==> src/dfpwd_pkg.sv <==
// Shared types and constants for the DLE frame parser with wheel-count deltas.
// Used by the front, queue, back and top-level modules; depends on nothing.
package dfpwd_pkg;

    localparam int BUFFER_DEPTH_DEF = 32;
    localparam int MIN_FRAME_LEN    = 16;
    localparam int QUEUE_DEPTH      = 2;

    localparam int IN_TDATA_W  = 8;
    localparam int OUT_TUSER_W = 2;
    localparam int OUT_TDATA_W = 160;

    localparam logic [7:0]  SYM_DLE       = 8'h10;
    localparam logic [7:0]  SYM_STX       = 8'h02;
    localparam logic [7:0]  SYM_ETX       = 8'h03;
    localparam logic [31:0] ODOM_ID_RESET = 32'h0000_0403;

    typedef enum logic [1:0] {
        PH_WAIT_DLE = 2'd0,
        PH_WAIT_STX = 2'd1,
        PH_BODY     = 2'd2,
        PH_BODY_ESC = 2'd3
    } parse_phase_t;

    typedef enum logic [1:0] {
        ST_ODOM_OK   = 2'd0,
        ST_CSUM_BAD  = 2'd1,
        ST_OTHER_ID  = 2'd2,
        ST_TOO_SHORT = 2'd3
    } frame_status_t;

    // One finished frame, classified by the front
    typedef struct packed {
        logic        too_short;
        logic        csum_bad;
        logic [31:0] message_id;
        logic [31:0] left_count;
        logic [31:0] right_count;
    } frame_rec_t;

    typedef struct packed {
        logic full;
        logic empty;
    } queue_flags_t;

endpackage

==> src/dfpwd_front.sv <==
// Front end: byte-stuffed frame parser with running XOR and positional capture.
// Depends on dfpwd_pkg; pushes one frame record per DLE-ETX into the queue.
module dfpwd_front #(
    parameter int BUFFER_DEPTH = dfpwd_pkg::BUFFER_DEPTH_DEF
) (
    input  logic                  aclk,
    input  logic                  aresetn,
    input  logic                  s_tvalid,
    output logic                  s_tready,
    input  logic [7:0]            s_tdata,
    input  dfpwd_pkg::queue_flags_t q_flags,
    output logic                  push,
    output dfpwd_pkg::frame_rec_t push_rec
);

    localparam int WP_W = $clog2(BUFFER_DEPTH);
    localparam logic [WP_W-1:0] WP_LIMIT = WP_W'(BUFFER_DEPTH - 1);
    localparam logic [WP_W-1:0] WP_MIN   = WP_W'(dfpwd_pkg::MIN_FRAME_LEN);

    dfpwd_pkg::parse_phase_t phase_reg, phase_next;
    logic [WP_W-1:0] wp_reg, wp_next;
    logic [7:0]      xor_reg, xor_next;
    logic [31:0]     id_reg, id_next;
    logic [31:0]     left_reg, left_next;
    logic [31:0]     right_reg, right_next;

    logic accept;
    logic store_byte;
    logic store_eff;
    logic clear_wp;
    logic frame_end;

    assign s_tready = !q_flags.full;
    assign accept   = s_tvalid && s_tready;

    // Next state
    always_comb begin
        phase_next = phase_reg;
        if (accept) begin
            case (phase_reg)
                dfpwd_pkg::PH_WAIT_DLE: begin
                    if (s_tdata == dfpwd_pkg::SYM_DLE) phase_next = dfpwd_pkg::PH_WAIT_STX;
                end
                dfpwd_pkg::PH_WAIT_STX: begin
                    if (s_tdata == dfpwd_pkg::SYM_STX) phase_next = dfpwd_pkg::PH_BODY;
                end
                dfpwd_pkg::PH_BODY: begin
                    if (s_tdata == dfpwd_pkg::SYM_DLE) phase_next = dfpwd_pkg::PH_BODY_ESC;
                end
                dfpwd_pkg::PH_BODY_ESC: begin
                    if (s_tdata == dfpwd_pkg::SYM_ETX) phase_next = dfpwd_pkg::PH_WAIT_DLE;
                    else                               phase_next = dfpwd_pkg::PH_BODY;
                end
                default: begin
                    phase_next = dfpwd_pkg::PH_WAIT_DLE;
                end
            endcase
        end
    end

    // Outputs of the parser
    always_comb begin
        store_byte = 1'b0;
        clear_wp   = 1'b0;
        frame_end  = 1'b0;
        if (accept) begin
            case (phase_reg)
                dfpwd_pkg::PH_WAIT_STX: begin
                    clear_wp = 1'b1;
                end
                dfpwd_pkg::PH_BODY: begin
                    store_byte = (s_tdata != dfpwd_pkg::SYM_DLE);
                end
                dfpwd_pkg::PH_BODY_ESC: begin
                    store_byte = (s_tdata != dfpwd_pkg::SYM_ETX);
                    frame_end  = (s_tdata == dfpwd_pkg::SYM_ETX);
                end
                default: begin
                    store_byte = 1'b0;
                end
            endcase
        end
    end

    // Drop bytes once the store is full
    assign store_eff = store_byte && (wp_reg < WP_LIMIT);

    always_comb begin
        wp_next    = wp_reg;
        xor_next   = xor_reg;
        id_next    = id_reg;
        left_next  = left_reg;
        right_next = right_reg;
        if (clear_wp) begin
            wp_next  = '0;
            xor_next = '0;
        end else if (store_eff) begin
            wp_next  = wp_reg + WP_W'(1);
            xor_next = xor_reg ^ s_tdata;
            // Counters are byte-swapped within each 16-bit half
            case (int'(wp_reg))
                1:       id_next[7:0]      = s_tdata;
                2:       id_next[15:8]     = s_tdata;
                3:       id_next[23:16]    = s_tdata;
                4:       id_next[31:24]    = s_tdata;
                7:       left_next[15:8]   = s_tdata;
                8:       left_next[7:0]    = s_tdata;
                9:       left_next[31:24]  = s_tdata;
                10:      left_next[23:16]  = s_tdata;
                11:      right_next[15:8]  = s_tdata;
                12:      right_next[7:0]   = s_tdata;
                13:      right_next[31:24] = s_tdata;
                14:      right_next[23:16] = s_tdata;
                default: id_next           = id_reg;
            endcase
        end
    end

    always_ff @(posedge aclk) begin
        if (!aresetn) begin
            phase_reg <= dfpwd_pkg::PH_WAIT_DLE;
            wp_reg    <= '0;
            xor_reg   <= '0;
        end else begin
            phase_reg <= phase_next;
            wp_reg    <= wp_next;
            xor_reg   <= xor_next;
        end
    end

    always_ff @(posedge aclk) begin
        id_reg    <= id_next;
        left_reg  <= left_next;
        right_reg <= right_next;
    end

    // XOR over all stored bytes is zero exactly when the last byte matches the rest
    assign push                 = frame_end;
    assign push_rec.too_short   = (wp_reg < WP_MIN);
    assign push_rec.csum_bad    = (xor_reg != 8'h00);
    assign push_rec.message_id  = id_reg;
    assign push_rec.left_count  = left_reg;
    assign push_rec.right_count = right_reg;

    a_wp_bound: assert property (@(posedge aclk) disable iff (!aresetn)
        wp_reg <= WP_LIMIT)
        else $error("write position beyond store");

    a_end_idle: assert property (@(posedge aclk) disable iff (!aresetn)
        frame_end |=> phase_reg == dfpwd_pkg::PH_WAIT_DLE && $stable(wp_reg))
        else $error("frame end did not return parser to idle");

    a_store_adv: assert property (@(posedge aclk) disable iff (!aresetn)
        store_eff |=> wp_reg == $past(wp_reg) + WP_W'(1))
        else $error("stored byte did not advance position");

endmodule

==> src/dfpwd_queue.sv <==
// Short FIFO of classified frame records between front and back.
// Depends on dfpwd_pkg for the record type and depth.
module dfpwd_queue (
    input  logic                    aclk,
    input  logic                    aresetn,
    input  logic                    push,
    input  dfpwd_pkg::frame_rec_t   push_rec,
    input  logic                    pop,
    output dfpwd_pkg::frame_rec_t   head_rec,
    output dfpwd_pkg::queue_flags_t q_flags
);

    localparam int DEPTH = dfpwd_pkg::QUEUE_DEPTH;
    localparam int PTR_W = (DEPTH > 1) ? $clog2(DEPTH) : 1;
    localparam int CNT_W = $clog2(DEPTH + 1);
    localparam logic [PTR_W-1:0] PTR_LAST = PTR_W'(DEPTH - 1);
    localparam logic [CNT_W-1:0] CNT_FULL = CNT_W'(DEPTH);

    dfpwd_pkg::frame_rec_t entry_reg [DEPTH];
    logic [PTR_W-1:0] wr_ptr_reg, wr_ptr_next;
    logic [PTR_W-1:0] rd_ptr_reg, rd_ptr_next;
    logic [CNT_W-1:0] cnt_reg, cnt_next;
    logic do_push, do_pop;

    assign q_flags.full  = (cnt_reg == CNT_FULL);
    assign q_flags.empty = (cnt_reg == '0);
    assign do_push = push && !q_flags.full;
    assign do_pop  = pop && !q_flags.empty;
    assign head_rec = entry_reg[rd_ptr_reg];

    always_comb begin
        wr_ptr_next = wr_ptr_reg;
        rd_ptr_next = rd_ptr_reg;
        cnt_next    = cnt_reg;
        if (do_push) wr_ptr_next = (wr_ptr_reg == PTR_LAST) ? '0 : wr_ptr_reg + PTR_W'(1);
        if (do_pop)  rd_ptr_next = (rd_ptr_reg == PTR_LAST) ? '0 : rd_ptr_reg + PTR_W'(1);
        if (do_push && !do_pop)      cnt_next = cnt_reg + CNT_W'(1);
        else if (do_pop && !do_push) cnt_next = cnt_reg - CNT_W'(1);
    end

    always_ff @(posedge aclk) begin
        if (!aresetn) begin
            wr_ptr_reg <= '0;
            rd_ptr_reg <= '0;
            cnt_reg    <= '0;
        end else begin
            wr_ptr_reg <= wr_ptr_next;
            rd_ptr_reg <= rd_ptr_next;
            cnt_reg    <= cnt_next;
        end
    end

    always_ff @(posedge aclk) begin
        if (do_push) entry_reg[wr_ptr_reg] <= push_rec;
    end

    a_cnt_bound: assert property (@(posedge aclk) disable iff (!aresetn)
        cnt_reg <= CNT_FULL)
        else $error("queue count overflow");

    a_no_lost_push: assert property (@(posedge aclk) disable iff (!aresetn)
        push |-> !q_flags.full)
        else $error("record pushed into full queue");

    a_no_empty_pop: assert property (@(posedge aclk) disable iff (!aresetn)
        pop |-> !q_flags.empty)
        else $error("pop from empty queue");

endmodule

==> src/dfpwd_back.sv <==
// Back end: id match, wheel-count deltas and the registered result stage.
// Depends on dfpwd_pkg; holds the odometry id register and previous counts.
module dfpwd_back (
    input  logic                            aclk,
    input  logic                            aresetn,
    input  logic                            cfg_we,
    input  logic [31:0]                     cfg_wdata,
    input  dfpwd_pkg::frame_rec_t           head_rec,
    input  dfpwd_pkg::queue_flags_t         q_flags,
    output logic                            pop,
    output logic                            m_tvalid,
    input  logic                            m_tready,
    output logic [dfpwd_pkg::OUT_TUSER_W-1:0] m_tuser,
    output logic [dfpwd_pkg::OUT_TDATA_W-1:0] m_tdata
);

    logic [31:0] odom_id_reg;
    logic [31:0] prev_left_reg, prev_right_reg;
    logic        seen_reg;
    logic        valid_reg, valid_next;

    dfpwd_pkg::frame_status_t status_reg, status_next;
    logic [31:0] id_reg, id_next;
    logic [31:0] lc_reg, lc_next;
    logic [31:0] rc_reg, rc_next;
    logic [31:0] ld_reg, ld_next;
    logic [31:0] rd_reg, rd_next;
    logic [31:0] base_left, base_right;
    logic        odom_hit;

    // Take the next record whenever the output stage is free or draining
    assign pop = !q_flags.empty && (!valid_reg || m_tready);

    assign odom_hit   = !head_rec.too_short && !head_rec.csum_bad
                        && (head_rec.message_id == odom_id_reg);
    assign base_left  = seen_reg ? prev_left_reg  : head_rec.left_count;
    assign base_right = seen_reg ? prev_right_reg : head_rec.right_count;

    always_comb begin
        status_next = dfpwd_pkg::ST_ODOM_OK;
        id_next     = '0;
        lc_next     = '0;
        rc_next     = '0;
        ld_next     = '0;
        rd_next     = '0;
        if (head_rec.too_short) begin
            status_next = dfpwd_pkg::ST_TOO_SHORT;
        end else if (head_rec.csum_bad) begin
            status_next = dfpwd_pkg::ST_CSUM_BAD;
        end else if (!odom_hit) begin
            status_next = dfpwd_pkg::ST_OTHER_ID;
            id_next     = head_rec.message_id;
        end else begin
            id_next = head_rec.message_id;
            lc_next = head_rec.left_count;
            rc_next = head_rec.right_count;
            ld_next = head_rec.left_count - base_left;
            rd_next = head_rec.right_count - base_right;
        end
    end

    always_comb begin
        valid_next = valid_reg;
        if (pop)           valid_next = 1'b1;
        else if (m_tready) valid_next = 1'b0;
    end

    always_ff @(posedge aclk) begin
        if (!aresetn) begin
            odom_id_reg    <= dfpwd_pkg::ODOM_ID_RESET;
            prev_left_reg  <= '0;
            prev_right_reg <= '0;
            seen_reg       <= 1'b0;
            valid_reg      <= 1'b0;
        end else begin
            if (cfg_we) odom_id_reg <= cfg_wdata;
            if (pop && odom_hit) begin
                prev_left_reg  <= head_rec.left_count;
                prev_right_reg <= head_rec.right_count;
                seen_reg       <= 1'b1;
            end
            valid_reg <= valid_next;
        end
    end

    always_ff @(posedge aclk) begin
        if (pop) begin
            status_reg <= status_next;
            id_reg     <= id_next;
            lc_reg     <= lc_next;
            rc_reg     <= rc_next;
            ld_reg     <= ld_next;
            rd_reg     <= rd_next;
        end
    end

    assign m_tvalid = valid_reg;
    assign m_tuser  = status_reg;
    assign m_tdata  = {rd_reg, ld_reg, rc_reg, lc_reg, id_reg};

    a_first_zero: assert property (@(posedge aclk) disable iff (!aresetn)
        $rose(seen_reg) |-> valid_reg && ld_reg == '0 && rd_reg == '0)
        else $error("first odometry frame gave nonzero delta");

    a_seen_sticky: assert property (@(posedge aclk) disable iff (!aresetn)
        seen_reg |=> seen_reg)
        else $error("seen flag cleared");

    a_fail_zero: assert property (@(posedge aclk) disable iff (!aresetn)
        valid_reg && status_reg != dfpwd_pkg::ST_ODOM_OK |-> lc_reg == '0 && ld_reg == '0)
        else $error("counts present on non-odometry result");

endmodule

==> src/dle_frame_parser_wheel_deltas.sv <==
// Top level of the DLE-STX/DLE-ETX deframer with XOR check and wheel deltas.
// Depends on dfpwd_pkg, dfpwd_front, dfpwd_queue and dfpwd_back.
//
//  Channel   Direction  Payload (low bit up)                                Handshake
//  s_*       in         tdata[7:0] rx_byte                                  tvalid/tready
//  m_*       out        tuser[1:0] frame_status; tdata[159:0] message_id,   tvalid/tready
//                       left/right_count, left/right_delta
//  cfg_*     in         cfg_wdata[31:0] odometry_message_id                 cfg_we
//
// One received byte is taken every cycle while the queue has room; frame bytes
// are never stalled by the parser itself. After its ETX byte the result of a frame
// goes out through registers: the front pushes a record into a two-entry queue, the back registers the result.
// s_tready drops only while the queue is full, i.e. when two frame results
// wait behind a stalled m_tready. Reset (aresetn low, synchronous) returns the
// parser to waiting for DLE, empties the queue and forgets the previous counts.
module dle_frame_parser_wheel_deltas #(
    parameter int BUFFER_DEPTH = dfpwd_pkg::BUFFER_DEPTH_DEF
) (
    input  logic        aclk,
    input  logic        aresetn,
    // configuration: odometry_message_id
    input  logic        cfg_we,
    input  logic [31:0] cfg_wdata,
    // received bytes
    input  logic        s_tvalid,
    output logic        s_tready,
    input  logic [dfpwd_pkg::IN_TDATA_W-1:0]  s_tdata,  // [7:0] rx_byte
    // frame results
    output logic        m_tvalid,
    input  logic        m_tready,
    output logic [dfpwd_pkg::OUT_TUSER_W-1:0] m_tuser,  // [1:0] frame_status
    // [31:0] message_id, [63:32] left_count, [95:64] right_count,
    // [127:96] left_delta, [159:128] right_delta
    output logic [dfpwd_pkg::OUT_TDATA_W-1:0] m_tdata
);

    // Records cross from the parser to the result stage through the queue
    logic                    push;
    logic                    pop;
    dfpwd_pkg::frame_rec_t   push_rec;
    dfpwd_pkg::frame_rec_t   head_rec;
    dfpwd_pkg::queue_flags_t q_flags;

    // Parse, drop overflow bytes, track XOR and capture id and counters
    dfpwd_front #(
        .BUFFER_DEPTH (BUFFER_DEPTH)
    ) u_front (
        .aclk     (aclk),
        .aresetn  (aresetn),
        .s_tvalid (s_tvalid),
        .s_tready (s_tready),
        .s_tdata  (s_tdata),
        .q_flags  (q_flags),
        .push     (push),
        .push_rec (push_rec)
    );

    // Hold finished frames while the result side stalls
    dfpwd_queue u_queue (
        .aclk     (aclk),
        .aresetn  (aresetn),
        .push     (push),
        .push_rec (push_rec),
        .pop      (pop),
        .head_rec (head_rec),
        .q_flags  (q_flags)
    );

    // Match id, compute deltas against stored counts, drive the result
    dfpwd_back u_back (
        .aclk      (aclk),
        .aresetn   (aresetn),
        .cfg_we    (cfg_we),
        .cfg_wdata (cfg_wdata),
        .head_rec  (head_rec),
        .q_flags   (q_flags),
        .pop       (pop),
        .m_tvalid  (m_tvalid),
        .m_tready  (m_tready),
        .m_tuser   (m_tuser),
        .m_tdata   (m_tdata)
    );

endmodule

==> config.mk <==
export PLATFORM = sky130hd
export DESIGN_NAME = dle_frame_parser_wheel_deltas
export DESIGN_NICKNAME = d
export VERILOG_FILES = /design/src/dfpwd_pkg.sv /design/src/dfpwd_front.sv /design/src/dfpwd_queue.sv /design/src/dfpwd_back.sv /design/src/dle_frame_parser_wheel_deltas.sv
export SDC_FILE = /design/constraint.sdc
export NUM_CORES = 1
export LEC_CHECK = 0
export CORE_ASPECT_RATIO = 0.5
export CORE_MARGIN = 4
export CORE_UTILIZATION = 55
export CTS_CLUSTER_SIZE = 30
export DETAILED_ROUTE_END_ITERATION = 6
export DONT_BUFFER_PORTS = 1
export GPL_ROUTABILITY_DRIVEN = 0
export PLACE_DENSITY = 0.79
export SLEW_MARGIN = 20
export SYNTH_ARGS = -nofsm -noshare
export SYNTH_HDL_FRONTEND = slang
export SYNTH_HIERARCHICAL = 1
export SYNTH_SLANG_ARGS = --single-unit
==> constraint.sdc <==
create_clock -name aclk -period 11.7 [get_ports aclk]
set_clock_uncertainty 0.1 [all_clocks]
set_input_delay 1.17 -clock aclk [delete_from_list [all_inputs] [get_ports aclk]]
set_output_delay 1.17 -clock aclk [all_outputs]
set_load 0.02 [all_outputs]
==> After elaboration in Yosys (flattened, before gate mapping) <==
Memories as Yosys holds them, arrays and structs flattened. A register that Yosys moved wholly into a read port is not among the register bits.
Index checks and enable logic that the tools add are counted.
{ "totals": {"out_inout_bits": 164, "reg_bits": 375, "romBits": 0, "latch_bits": 0, "memories": 1, "ramBits": 196} }
{ "mem_list": {"columns": ["name", "depth", "word_bits", "read_ports", "rd_ports_with_merged_regs", "wr", "line", "source"], "rows": [
  ["u_queue.entry_reg", 2, 98, 1, 1, 1, "dfpwd_queue.sv:19", "dfpwd_pkg::frame_rec_t entry_reg [DEPTH];"]
]} }
{ "classes": {"shifts": 0, "div_mod_pow": 0, "n_reduce_logical": 39, "muxes": 25, "multipliers": 0, "n_eq_ne": 25, "addsub": 7, "n_lt_le_gt_ge": 2, "n_bitwise": 4} }
{ "ops": {"columns": ["cell", "count"], "rows": [
  ["2-to-1 mux 32 bit", 2],
  ["subtractor 32 bit", 2],
  ["AND reduction 3 bit", 12],
  ["== test 5 x 4 -> 1 bit (second input constant)", 7],
  ["== test 32 bit", 1],
  ["== test 8 x 2 -> 1 bit (second input constant)", 2],
  ["2-to-1 mux 2 bit", 8],
  ["2-to-1 mux 1 bit", 13],
  ["== test 5 x 2 -> 1 bit (second input constant)", 2],
  ["== test 5 x 3 -> 1 bit (second input constant)", 2],
  ["logical AND 1 bit", 10],
  ["< comparator 5 bit (second input constant)", 2],
  ["== test 8 x 5 -> 1 bit (second input constant)", 1],
  ["inequality test 8 x 2 -> 1 bit (second input constant)", 1],
  ["inequality test 8 x 5 -> 1 bit (second input constant)", 1],
  ["case mux 2 bit (4 select lines)", 1],
  ["nonzero test 8 bit", 1],
  ["XOR 8 bit", 1],
  ["zero test 1 bit", 7],
  ["== test 2 bit (second input constant)", 3],
  ["inequality test 2 x 1 -> 1 bit (second input constant)", 3],
  ["adder 5 x 1 -> 5 bit (second input constant)", 1],
  ["== test 5 x 1 -> 1 bit (second input constant)", 1],
  ["zero test 2 bit", 2],
  ["other kinds (11)", 16]
]} }

==> Depth between registers and ports, before layout <==
Gate-level depths: netlist (run 1).
{ "depth": {"depth_word": 9, "depth_mapped": 15, "mapped_depth_nobuf": 13} }

==> By module <==
Netlist (run 1), hierarchy kept.
{ "modules_own_cells": {"columns": ["module", "area_per_inst_um2", "cells_each", "n_inst", "seq_area_each_um2"], "rows": [
  ["dfpwd_back", 13905.8, 1277, 1, 6826.5],
  ["dfpwd_queue", 7378.3, 330, 1, 5985.7],
  ["dfpwd_front", 3936.3, 213, 1, 3183.1]
]} }

==> Worst setup path before layout (run 1) <==
No wires, ideal clock.
{ "synth_path": {"kind": "in2reg", "start": "input port m_tready", "end": "register u_queue.cnt_reg[1]", "t_required_ns": 11.530, "path_stages": 6, "path_buffers": 0, "arrival_time_ns": 10.189, "path_slack_ns": 1.341, "cell_sequence": "nor2b_1 -> nor2_1 -> o21ai_1 -> ha_1 -> or3_1 -> a21boi_1"} }
{ "synth_between": {"elab_chain_len": 6} }
{ "synth_lines": {"columns": ["item", "line", "source"], "rows": [
  ["start: declaration", "dle_frame_parser_wheel_deltas.sv:30", "input logic m_tready,"],
  ["logical OR 1 bit (*)", "dfpwd_back.sv:32", "assign pop = !q_flags.empty && (!valid_reg || m_tready);"],
  ["logical AND 1 bit (*)", "dfpwd_back.sv:32", null],
  ["via pop", "dle_frame_parser_wheel_deltas.sv:39", "logic pop;"],
  ["logical AND 1 bit (*)", "dfpwd_queue.sv:28", "assign do_pop = pop && !q_flags.empty;"],
  ["zero test 1 bit", "dfpwd_queue.sv:37", "if (do_push && !do_pop) cnt_next = cnt_reg + CNT_W'(1);"],
  ["logical AND 1 bit", "dfpwd_queue.sv:37", null],
  ["2-to-1 mux 2 bit or nonzero test 2 bit (tied branches)", null, null],
  ["end signal: assignment", "dfpwd_queue.sv:49", "cnt_reg <= cnt_next;"],
  ["end: declaration", "dfpwd_queue.sv:22", "logic [CNT_W-1:0] cnt_reg, cnt_next;"]
]} }
Mark *: on every way through the listed nets, which the timed path passes. The rest lies on a longest branch.
A chain may end at the register's enable or synchronous reset.

==> results of run 1 <==
## critical path, stage by stage, from the launching register on
cell	delay (ns)
dfxtp_4	0.79
buf_4	0.72
mux2_2	0.45
a21boi_0	0.25
ha_1	0.27
nor2b_1	0.14
o31ai_1	0.46
a211oi_1	0.24
o41ai_1	0.53
a21oi_1	0.22
a221oi_1	0.37
xor2_1	0.18
nor2_1	0.05
## cells in the mapped netlist, types with 10 or more instances
master	count
nand3_1	19
o211ai_1	10
ha_1	73
buf_6	10
inv_1	32
and3_1	68
edfxtp_1	454
a21boi_0	11
mux2_4	20
mux2_2	78
and2_1	37
nor4_1	13
nor3_1	20
nor2b_1	95
a21o_1	21
nand2_1	80
xnor2_1	33
o21a_1	15
dfxtp_1	118
clkbuf_1	47
nor2_1	102
buf_1	11
xor2_1	57
o21ai_0	42
a211oi_1	14
mux2i_1	156
nand2b_1	14
a21oi_1	62
## per-stage QoR
step | hold slack [ns] | std cells | utilization (%)
final | 0.334 | 2446 | 60.6
after global routing | 0.347 | 2446 | 60.6
after CTS | 0.331 | 2445 | 60.6
after detailed placement | 0.330 | 2351 | 56.8
after global placement | 0.322 | 2351 | 56.8
after floorplan | 0.321 | 1820 | -
## cell type report
cell class,instances,area share [%]
Sequential cell,572,58.3
Multi-Input combinational cell,1137,32.0
Clock buffer,69,5.31
Tap cell,598,2.73
Clock inverter,25,0.939
Inverter,33,0.451
Timing Repair Buffer,11,0.301
Antenna cell,1,0.00912
## worst paths after layout
check,to,slack [ns],depth (start not counted)
max,u_back/ld_reg[29],6.52,12
min,u_queue/entry_reg[1][61],0.33,0
max reg2reg,u_back/ld_reg[29],6.52,12
min reg2reg,u_queue/entry_reg[1][61],0.33,0
## cell families (layout without fill, tap and decap cells)
group | count (synthesis) | in the layout | share of synthesized area [%]
AOI/OAI and AO/OA | 229 | 229 | 6.29
xor gates and xnor gates | 90 | 90 | 3.13
adders and majority gates | 75 | 75 | 3.78
buffers and inverters | 111 | 138 | 2.01
DFF | 572 | 572 | 63.4
muxes | 254 | 254 | 10.9
other | 0 | 1 | 0
and+or+nand+nor | 489 | 489 | 10.5
## power groups by stage
stage	registers, mW	logic, mW	clock network, mW
global route	2.18	0.0269	1.83
detailed placement	2.22	0.0244	0
floorplan	2.22	0.0263	0
CTS	2.18	0.0245	1.73
finish	2.18	0.0244	1.69
global placement	2.22	0.0236	0
## metal layers
layer | vias to the layer above | part of all wire [%]
li1 | 6699 | -
met1 | 7019 | 43
met2 | 442 | 49
met3 | 67 | 6.8
met4 | 0 | 1.6
met5 | - | 0
==> results.toml, run 1 <==
[pwr]
clockPowerShare_pct = 43.5
comb_power_share_pct = 0.6
swShare_pct = 19.4
powerDensity_nw_per_um2 = 142
internal_power_mw = 3.14
seqPwrFrac_pct = 55.9
finalPower_mw = 3.90
netSwitchingPower_mw = 0.758
irDropWorstVdd_mv = 0.101
leakage_nw = 10.4

[cts]
cts_num_sinks = 572
cts_tree = "built"
cts_buffer_depth = 3
cts_buffers = 50
clk_pin_slew_worst_paths_ns = 0.07
postCtsHoldBufs = 0
h-tree-depth = 2
clock_latency_ns = 0.60
cts-root-buf = "clkbuf_16"
post_cts_buffers = 0
cts-resized-gates = 0

[floorplan]
rows = 55
die-height_um = 159
die_w_um = 311
die-area_um2 = 49600
io_pins = 209
fp.coreArea_um2 = 45300
start_util_pct = 55.7

[timing]
setup_tns_ns = 0
finalSetupViolCount = 0
fmax_ghz = 0.193
min_period_ns = 5.18
hold_viol = 0
period_share_pct = 44.3
worst-slew-pin-transition_ns = 1.07
maxSlewViolCount = 0
fin_ws_ns = 6.52
max_slew_margin_pct = 29.0
rsz0062_at_grt = "no"

[worst_setup_path]
crit_fanout = 56
path_class = "register to register"
crit_path_start_kind = "register"
cp.required_ns = 11.92
worstPathArrival_ns = 5.40
end_kind = "register"

[final_layout]
finalInstanceArea_um2 = 27400
multi_input_area_um2 = 8770
area.growth.synth_to_final_pct = 8.82
layout_commonest_cell = "edfxtp_1"
n_fill_cell = 3411
final-seq-area_um2 = 16000
final_cell_mix = "edfxtp_1, mux2i_1, dfxtp_1"
largest_register_ffs = 196
drive_gt1_share_pct = 12.0
nets = 1925

[placed_design]
dp_slack_ns = 6.59
io_buffers = 0
place_area_um2 = 25700
dp_hpwl_um = 34300

[yosys]
synthTopCellsByArea = "edfxtp_1, dfxtp_1, mux2i_1"
synth_top_area_cell = "edfxtp_1"
synthCells = 1820
synth_nets = 1940
synth.top_cell.area_share_pct = 54.1
synth_seq_cells = 572
syn_area_per_cell_um2 = 13.9
synth_cell_types = 75
yosys_warnings = 6
synth_edf_count = 454
synth_area_um2 = 25200
async_flop_share_pct = 0
ys.flop_type = "edfxtp_1"
ys_seq_area_share_pct = 63.4

[global_routing]
grt_pass1_vias = 14200
gr-total-overflow = 0
use_met2_pct = 35.3
use_met1_pct = 28.2
use_met3_pct = 4.41
top_usage_layer = "met2"
grt_pass1_wl_um = 82100
track_usage_pct = 20.9
grt_max_degree = 108
antenna_found_initial = 1

[outcome]
status = "finished clean"

[worst_hold_path]
min-delay-start = "u_front/left_reg[29]"
worstHoldPathType = "register to register"

[run]
drv_cap = 0

[detailed_routing]
dr.pass1.iters = 5
drtAntennaViolNets = 0
wire_per_inst_um = 21.6
via_per_inst = 5.82
dr_total_vias = 14200
drc = 0
routed_wl_um = 52900
drtIter0Drc = 1332
(Power assumes the default switching activity.)
==> run 2, diff against run 1 <==
- clock period: 11.7 -> 5.2 ns (I/O delays scaled with it)
==> results.toml, run 2 (synthesis gave the netlist of run 1 again) <==
[worst_setup_path]
path_class = "register to register"
critPathBufInv = 1
end_kind = "register"
cpMaxStageDelayCell = "nor4_1"
r2r_cells = 9
ff2ff_setup_slack_ns = 0.82
max_stage_delay_ns = 0.80
crit_path_start_kind = "register"
r2r_end = "u_back/prev_right_reg[15]"
crit_fanout = 38
crit_chain = "mux2_2 -> xor2_1 -> nor4_1 -> nand4_1 -> nor3_4 -> nand2_4 -> buf_12 -> mux2i_1 -> nor2b_1"
path_delay_family = "simple AND/OR/NAND/NOR gates"
worstPathArrival_ns = 4.74
cp.required_ns = 5.56

[detailed_routing]
wire_per_inst_um = 22.9
via_per_inst = 5.95
routed_wl_um = 56900
dr_total_vias = 14800
dr.pass1.iters = 5
drc = 0
drtIter0Drc = 1436
drtAntennaViolNets = 0

[timing]
setup_tns_ns = 0
worst-slew-pin-transition_ns = 1.04
period_share_pct = 84.3
finalSetupViolCount = 0
max_slew_margin_pct = 30.6
fin_ws_ns = 0.817
fmax_ghz = 0.228
min_period_ns = 4.38
rsz0062_at_grt = "no"
hold_viol = 0
maxSlewViolCount = 0

[run]
drv_cap = 0

[pwr]
irDropWorstVdd_mv = 0.259
swShare_pct = 19.6
comb_power_share_pct = 1.3
seqPwrFrac_pct = 55.0
leakage_nw = 10.6
clockPowerShare_pct = 43.7
internal_power_mw = 7.17
netSwitchingPower_mw = 1.74
powerDensity_nw_per_um2 = 320

[floorplan]
fp.coreArea_um2 = 45300
rows = 55
io_pins = 209
die-area_um2 = 49600
start_util_pct = 55.7
die_w_um = 311
die-height_um = 159

[global_routing]
track_usage_pct = 22.4
grt_max_degree = 94
grt_pass1_vias = 14600
antenna_found_initial = 7
grt_pass1_wl_um = 86900
gr-total-overflow = 0

[cts]
post_cts_buffers = 0
cts_buffer_depth = 3
cts-root-buf = "clkbuf_16"
cts_tree = "built"
clock_latency_ns = 0.58
cts_num_sinks = 572
cts_buffers = 50
cts-resized-gates = 0
clk_pin_slew_worst_paths_ns = 0.07
h-tree-depth = 2

[outcome]
status = "finished clean"

[final_layout]
area.growth.synth_to_final_pct = 10.4
layout_commonest_cell = "edfxtp_1"
drive_gt1_share_pct = 12.2
final-seq-area_um2 = 16000
final_cell_mix = "edfxtp_1, mux2i_1, dfxtp_1"
nets = 1961
largest_register_ffs = 196
n_fill_cell = 3277
multi_input_area_um2 = 8760

[placed_design]
dp_slack_ns = 0.991
dp_hpwl_um = 35100
io_buffers = 0

[worst_hold_path]
worstHoldEndpoint = "u_back/odom_id_reg[22]"
worstHoldPathType = "primary input to register"
holdPathStages = 2
min-delay-start = "cfg_we"
-- run 2: changes by cell type in the layout (fill, tap and decap cells not counted), moves of 2 or more --
| cell | previous run | this run |
|---|---|---|
| buf_12 | 0 | 4 |
| buf_4 | 11 | 15 |
| bufinv_16 | 3 | 7 |
| clkbuf_1 | 10 | 12 |
| clkbuf_16 | 54 | 51 |
| clkinv_4 | 3 | 1 |
| clkinvlp_4 | 3 | 5 |
| dlygate4sd3_1 | 0 | 27 |
| inv_16 | 2 | 0 |
-- run 2: layout make-up --
class | count | area share (%)
Clock inverter | 27 | 1.26
Inverter | 33 | 0.445
Clock buffer | 67 | 4.94
Sequential cell | 572 | 57.4
Timing Repair Buffer | 47 | 1.76
Tap cell | 598 | 2.69
Multi-Input combinational cell | 1137 | 31.4
Antenna cell | 1 | 0.00898
-- run 2: worst max-delay path by stage --
stage / depth (start not counted) / end / startpoint / slack (ns)
6_report: 9 / u_back/prev_right_reg[15] / register / 0.82
5_1_grt: 9 / u_back/prev_right_reg[15] / register / 0.70
4_1_cts: 10 / u_back/prev_right_reg[15] / register / 0.94
3_5_place_dp: 9 / u_back/prev_right_reg[20] / register / 0.99
3_3_place_gp: 10 / u_back/prev_left_reg[4] / register / 1.07
2_1_floorplan: 5 / u_queue/entry_reg[0][0] / s_tdata[2] / 0.59
-- run 2: what timing repair did --
item	CTS	global route
setup endpoints to repair	0	0
hold endpoints to repair	148	1
hold buffers	28	1
-- run 2: power by group through the flow --
stage | Combinational, mW | Sequential [mW] | Clock [mW]
detailed placement | 0.0548 | 5.00 | 0
global route | 0.122 | 4.90 | 4.17
floorplan | 0.0591 | 5.00 | 0
CTS | 0.113 | 4.90 | 3.95
finish | 0.115 | 4.90 | 3.89
global placement | 0.0528 | 5.00 | 0
-- run 2: metal layers --
| layer | global-route usage [%] | wire (um) | vias to the layer above |
|---|---|---|---|
| li1 | - | - | 6769 |
| met1 | 30.9 | 24600 | 7387 |
| met2 | 37.4 | 27500 | 527 |
| met3 | 4.01 | 3860 | 77 |
| met4 | 5.18 | 1030 | 4 |
| met5 | 0 | 21 | - |
-- run 2: per-stage QoR --
stage	instances	utilization (%)	power, mW	hold slack, ns	area, um2
floorplan	1820	-	5.06	0.321	25200
global placement	2358	57.0	5.06	0.322	25800
detailed placement	2358	57.0	5.06	0.330	25800
CTS	2480	61.5	8.96	0.000159	27800
global route	2482	61.5	9.19	-0.000293	27900
finish	2482	61.5	8.91	0.0216	27900
-- run 2: worst register-to-register path, stage by stage, from the launching register on --
cell and delay [ns]:
dfxtp_4 0.57, mux2_2 0.42, xor2_1 0.15, nor4_1 0.80
nand4_1 0.43, nor3_4 0.66, nand2_4 0.47, buf_12 0.35
mux2i_1 0.26, nor2b_1 0.08
==> run 3, diff against run 2 <==
- PLACE_DENSITY: 0.79 -> 0.82
- clock period: 5.2 -> 3.7 ns (I/O delays scaled with it)
==> results.toml, run 3 (synthesis gave the netlist of run 1 again) <==
[detailed_routing]
via_per_inst = 5.88
routed_wl_um = 58800
drc = 0
drtAntennaViolNets = 0
drtIter0Drc = 1423
dr.pass1.iters = 5
dr_total_vias = 15200
wire_per_inst_um = 22.8

[final_layout]
layout.cells.non_filler = 2580
layout_commonest_cell = "edfxtp_1"
final-seq-area_um2 = 16000
area.growth.synth_to_final_pct = 14.7
nets = 2061
finalInstanceArea_um2 = 28900
n_fill_cell = 3060
multi_input_area_um2 = 8910
drive_gt1_share_pct = 15.2
final_cell_mix = "edfxtp_1, mux2i_1, dfxtp_1"
largest_register_ffs = 196

[global_routing]
grt_max_degree = 106
track_usage_pct = 22.9
antenna_found_initial = 0
grt_pass1_wl_um = 88900
gr-total-overflow = 0
grt_pass1_vias = 15100

[cts]
cts_tree = "built"
cts-root-buf = "clkbuf_16"
cts_buffer_depth = 3
h-tree-depth = 2
cts_buffers = 48
clock_latency_ns = 0.60
cts_num_sinks = 572
clk_pin_slew_worst_paths_ns = 0.07

[timing]
whs_ns = 0.0368
fmax_ghz = 0.271
hold_viol = 0
worst-slew-pin-transition_ns = 1.08
min_period_ns = 3.69
maxSlewViolCount = 0
max_slew_margin_pct = 27.5
rsz0062_at_grt = "yes"
finalSetupViolCount = 0
fin_ws_ns = 0.0139
period_share_pct = 99.6

[pwr]
internal_power_mw = 10.0
swShare_pct = 19.4
clockPowerShare_pct = 42.9
irDropWorstVdd_mv = 0.365
netSwitchingPower_mw = 2.43
seqPwrFrac_pct = 55.2
finalPower_mw = 12.5
powerDensity_nw_per_um2 = 431
comb_power_share_pct = 1.8
leakage_nw = 11.1

[worst_setup_path]
crit_chain = "buf_6 -> buf_4 -> mux2_2 -> mux2i_1 -> ha_1 -> nor2b_4 -> o31a_1 -> o2111ai_2 -> a21oi_4 -> a2111oi_4 -> buf_4 -> o21ai_2 -> a311oi_1 -> nor3_1"
crit_fanout = 6
cp.required_ns = 3.92
cpMaxStageDelayCell = "dfxtp_4"
critPathBufInv = 3
path_delay_family = "compound AO/OA/AOI/OAI gates"
crit_path_start_kind = "register"
worstPathArrival_ns = 3.91
end_kind = "register"
path_class = "register to register"
max_stage_delay_ns = 0.40
cpMostUsedCell = "buf_4"

[floorplan]
rows = 55
io_pins = 209
die_w_um = 311
die-area_um2 = 49600
fp.coreArea_um2 = 45300
start_util_pct = 55.7
die-height_um = 159

[worst_hold_path]
worstHoldPathType = "primary input to register"
min-delay-start = "s_tdata[1]"

[placed_design]
dp_slack_ns = -0.146
io_buffers = 0
place_area_um2 = 26200
dp_cells = 2398
dp_hpwl_um = 36400

[outcome]
status = "finished clean"

[run]
drv_cap = 0
==> run 3: cell types whose count changed in the layout (fill, tap and decap cells not counted), sizes merged <==
| cell | change |
|---|---|
| clkinvlp | -5 |
| dlygate4sd3 | +47 |
| clkinv | -3 |
| clkbuf | +4 |
| buf | +55 |
==> run 3: what timing repair did <==
action	CTS	global route
gates resized for setup	5	29
hold buffers	76	0
buffers inserted	0	15
endpoints found under the hold margin	209	0
pin swaps	0	11
setup endpoints to repair	2	103
==> run 3: per-stage QoR <==
stage          util [%]  setup TNS [ns]
3_3_place_gp       57.9               0
4_1_cts            63.3               0
5_1_grt            63.9          -0.171
2_1_floorplan         -          -83.83
3_5_place_dp       57.9          -0.148
6_report           63.9               0
==> run 3: worst register-to-register path: stages (launching register included) <==
cell	delay, ns
dfxtp_4	0.40
buf_6	0.16
buf_4	0.12
mux2_2	0.37
mux2i_1	0.15
ha_1	0.30
nor2b_4	0.15
o31a_1	0.28
o2111ai_2	0.26
a21oi_4	0.13
a2111oi_4	0.36
buf_4	0.20
o21ai_2	0.08
a311oi_1	0.29
nor3_1	0.08
==> run 3: final cells by class <==
type	instances	area share, %
antenna	1	0.00865
clock buffer	71	4.69
clock inverter	19	1.05
inverter	33	0.428
multi-input combinational	1137	30.8
sequential	572	55.4
tap	598	2.59
timing repair buffer	149	5.08
==> run 3: per-layer routing <==
metal | GRT usage (%) | wire [um]
met5 | 0 | 0
met4 | 6.95 | 1630
met1 | 30.4 | 24200
met2 | 39.0 | 28900
met3 | 4.01 | 3990
==> run 3: path summary, 6_finish.rpt <==
kind	to	slack, ns	cells past startpoint
worst min register to register	u_queue/entry_reg[0][57]	0.34	0
worst min-delay path	u_front/phase_reg[0]	0.04	2
worst max-delay path	u_back/rd_reg[28]	0.01	14
worst max register to register	u_back/rd_reg[28]	0.01	14
==> run 3: power groups by stage <==
stage	logic [mW]	registers [mW]	clock network [mW]
6_report	0.227	6.89	5.36
5_1_grt	0.241	6.89	5.73
3_3_place_gp	0.0755	7.03	0
3_5_place_dp	0.0778	7.03	0
2_1_floorplan	0.0834	7.03	0
4_1_cts	0.214	6.89	5.42
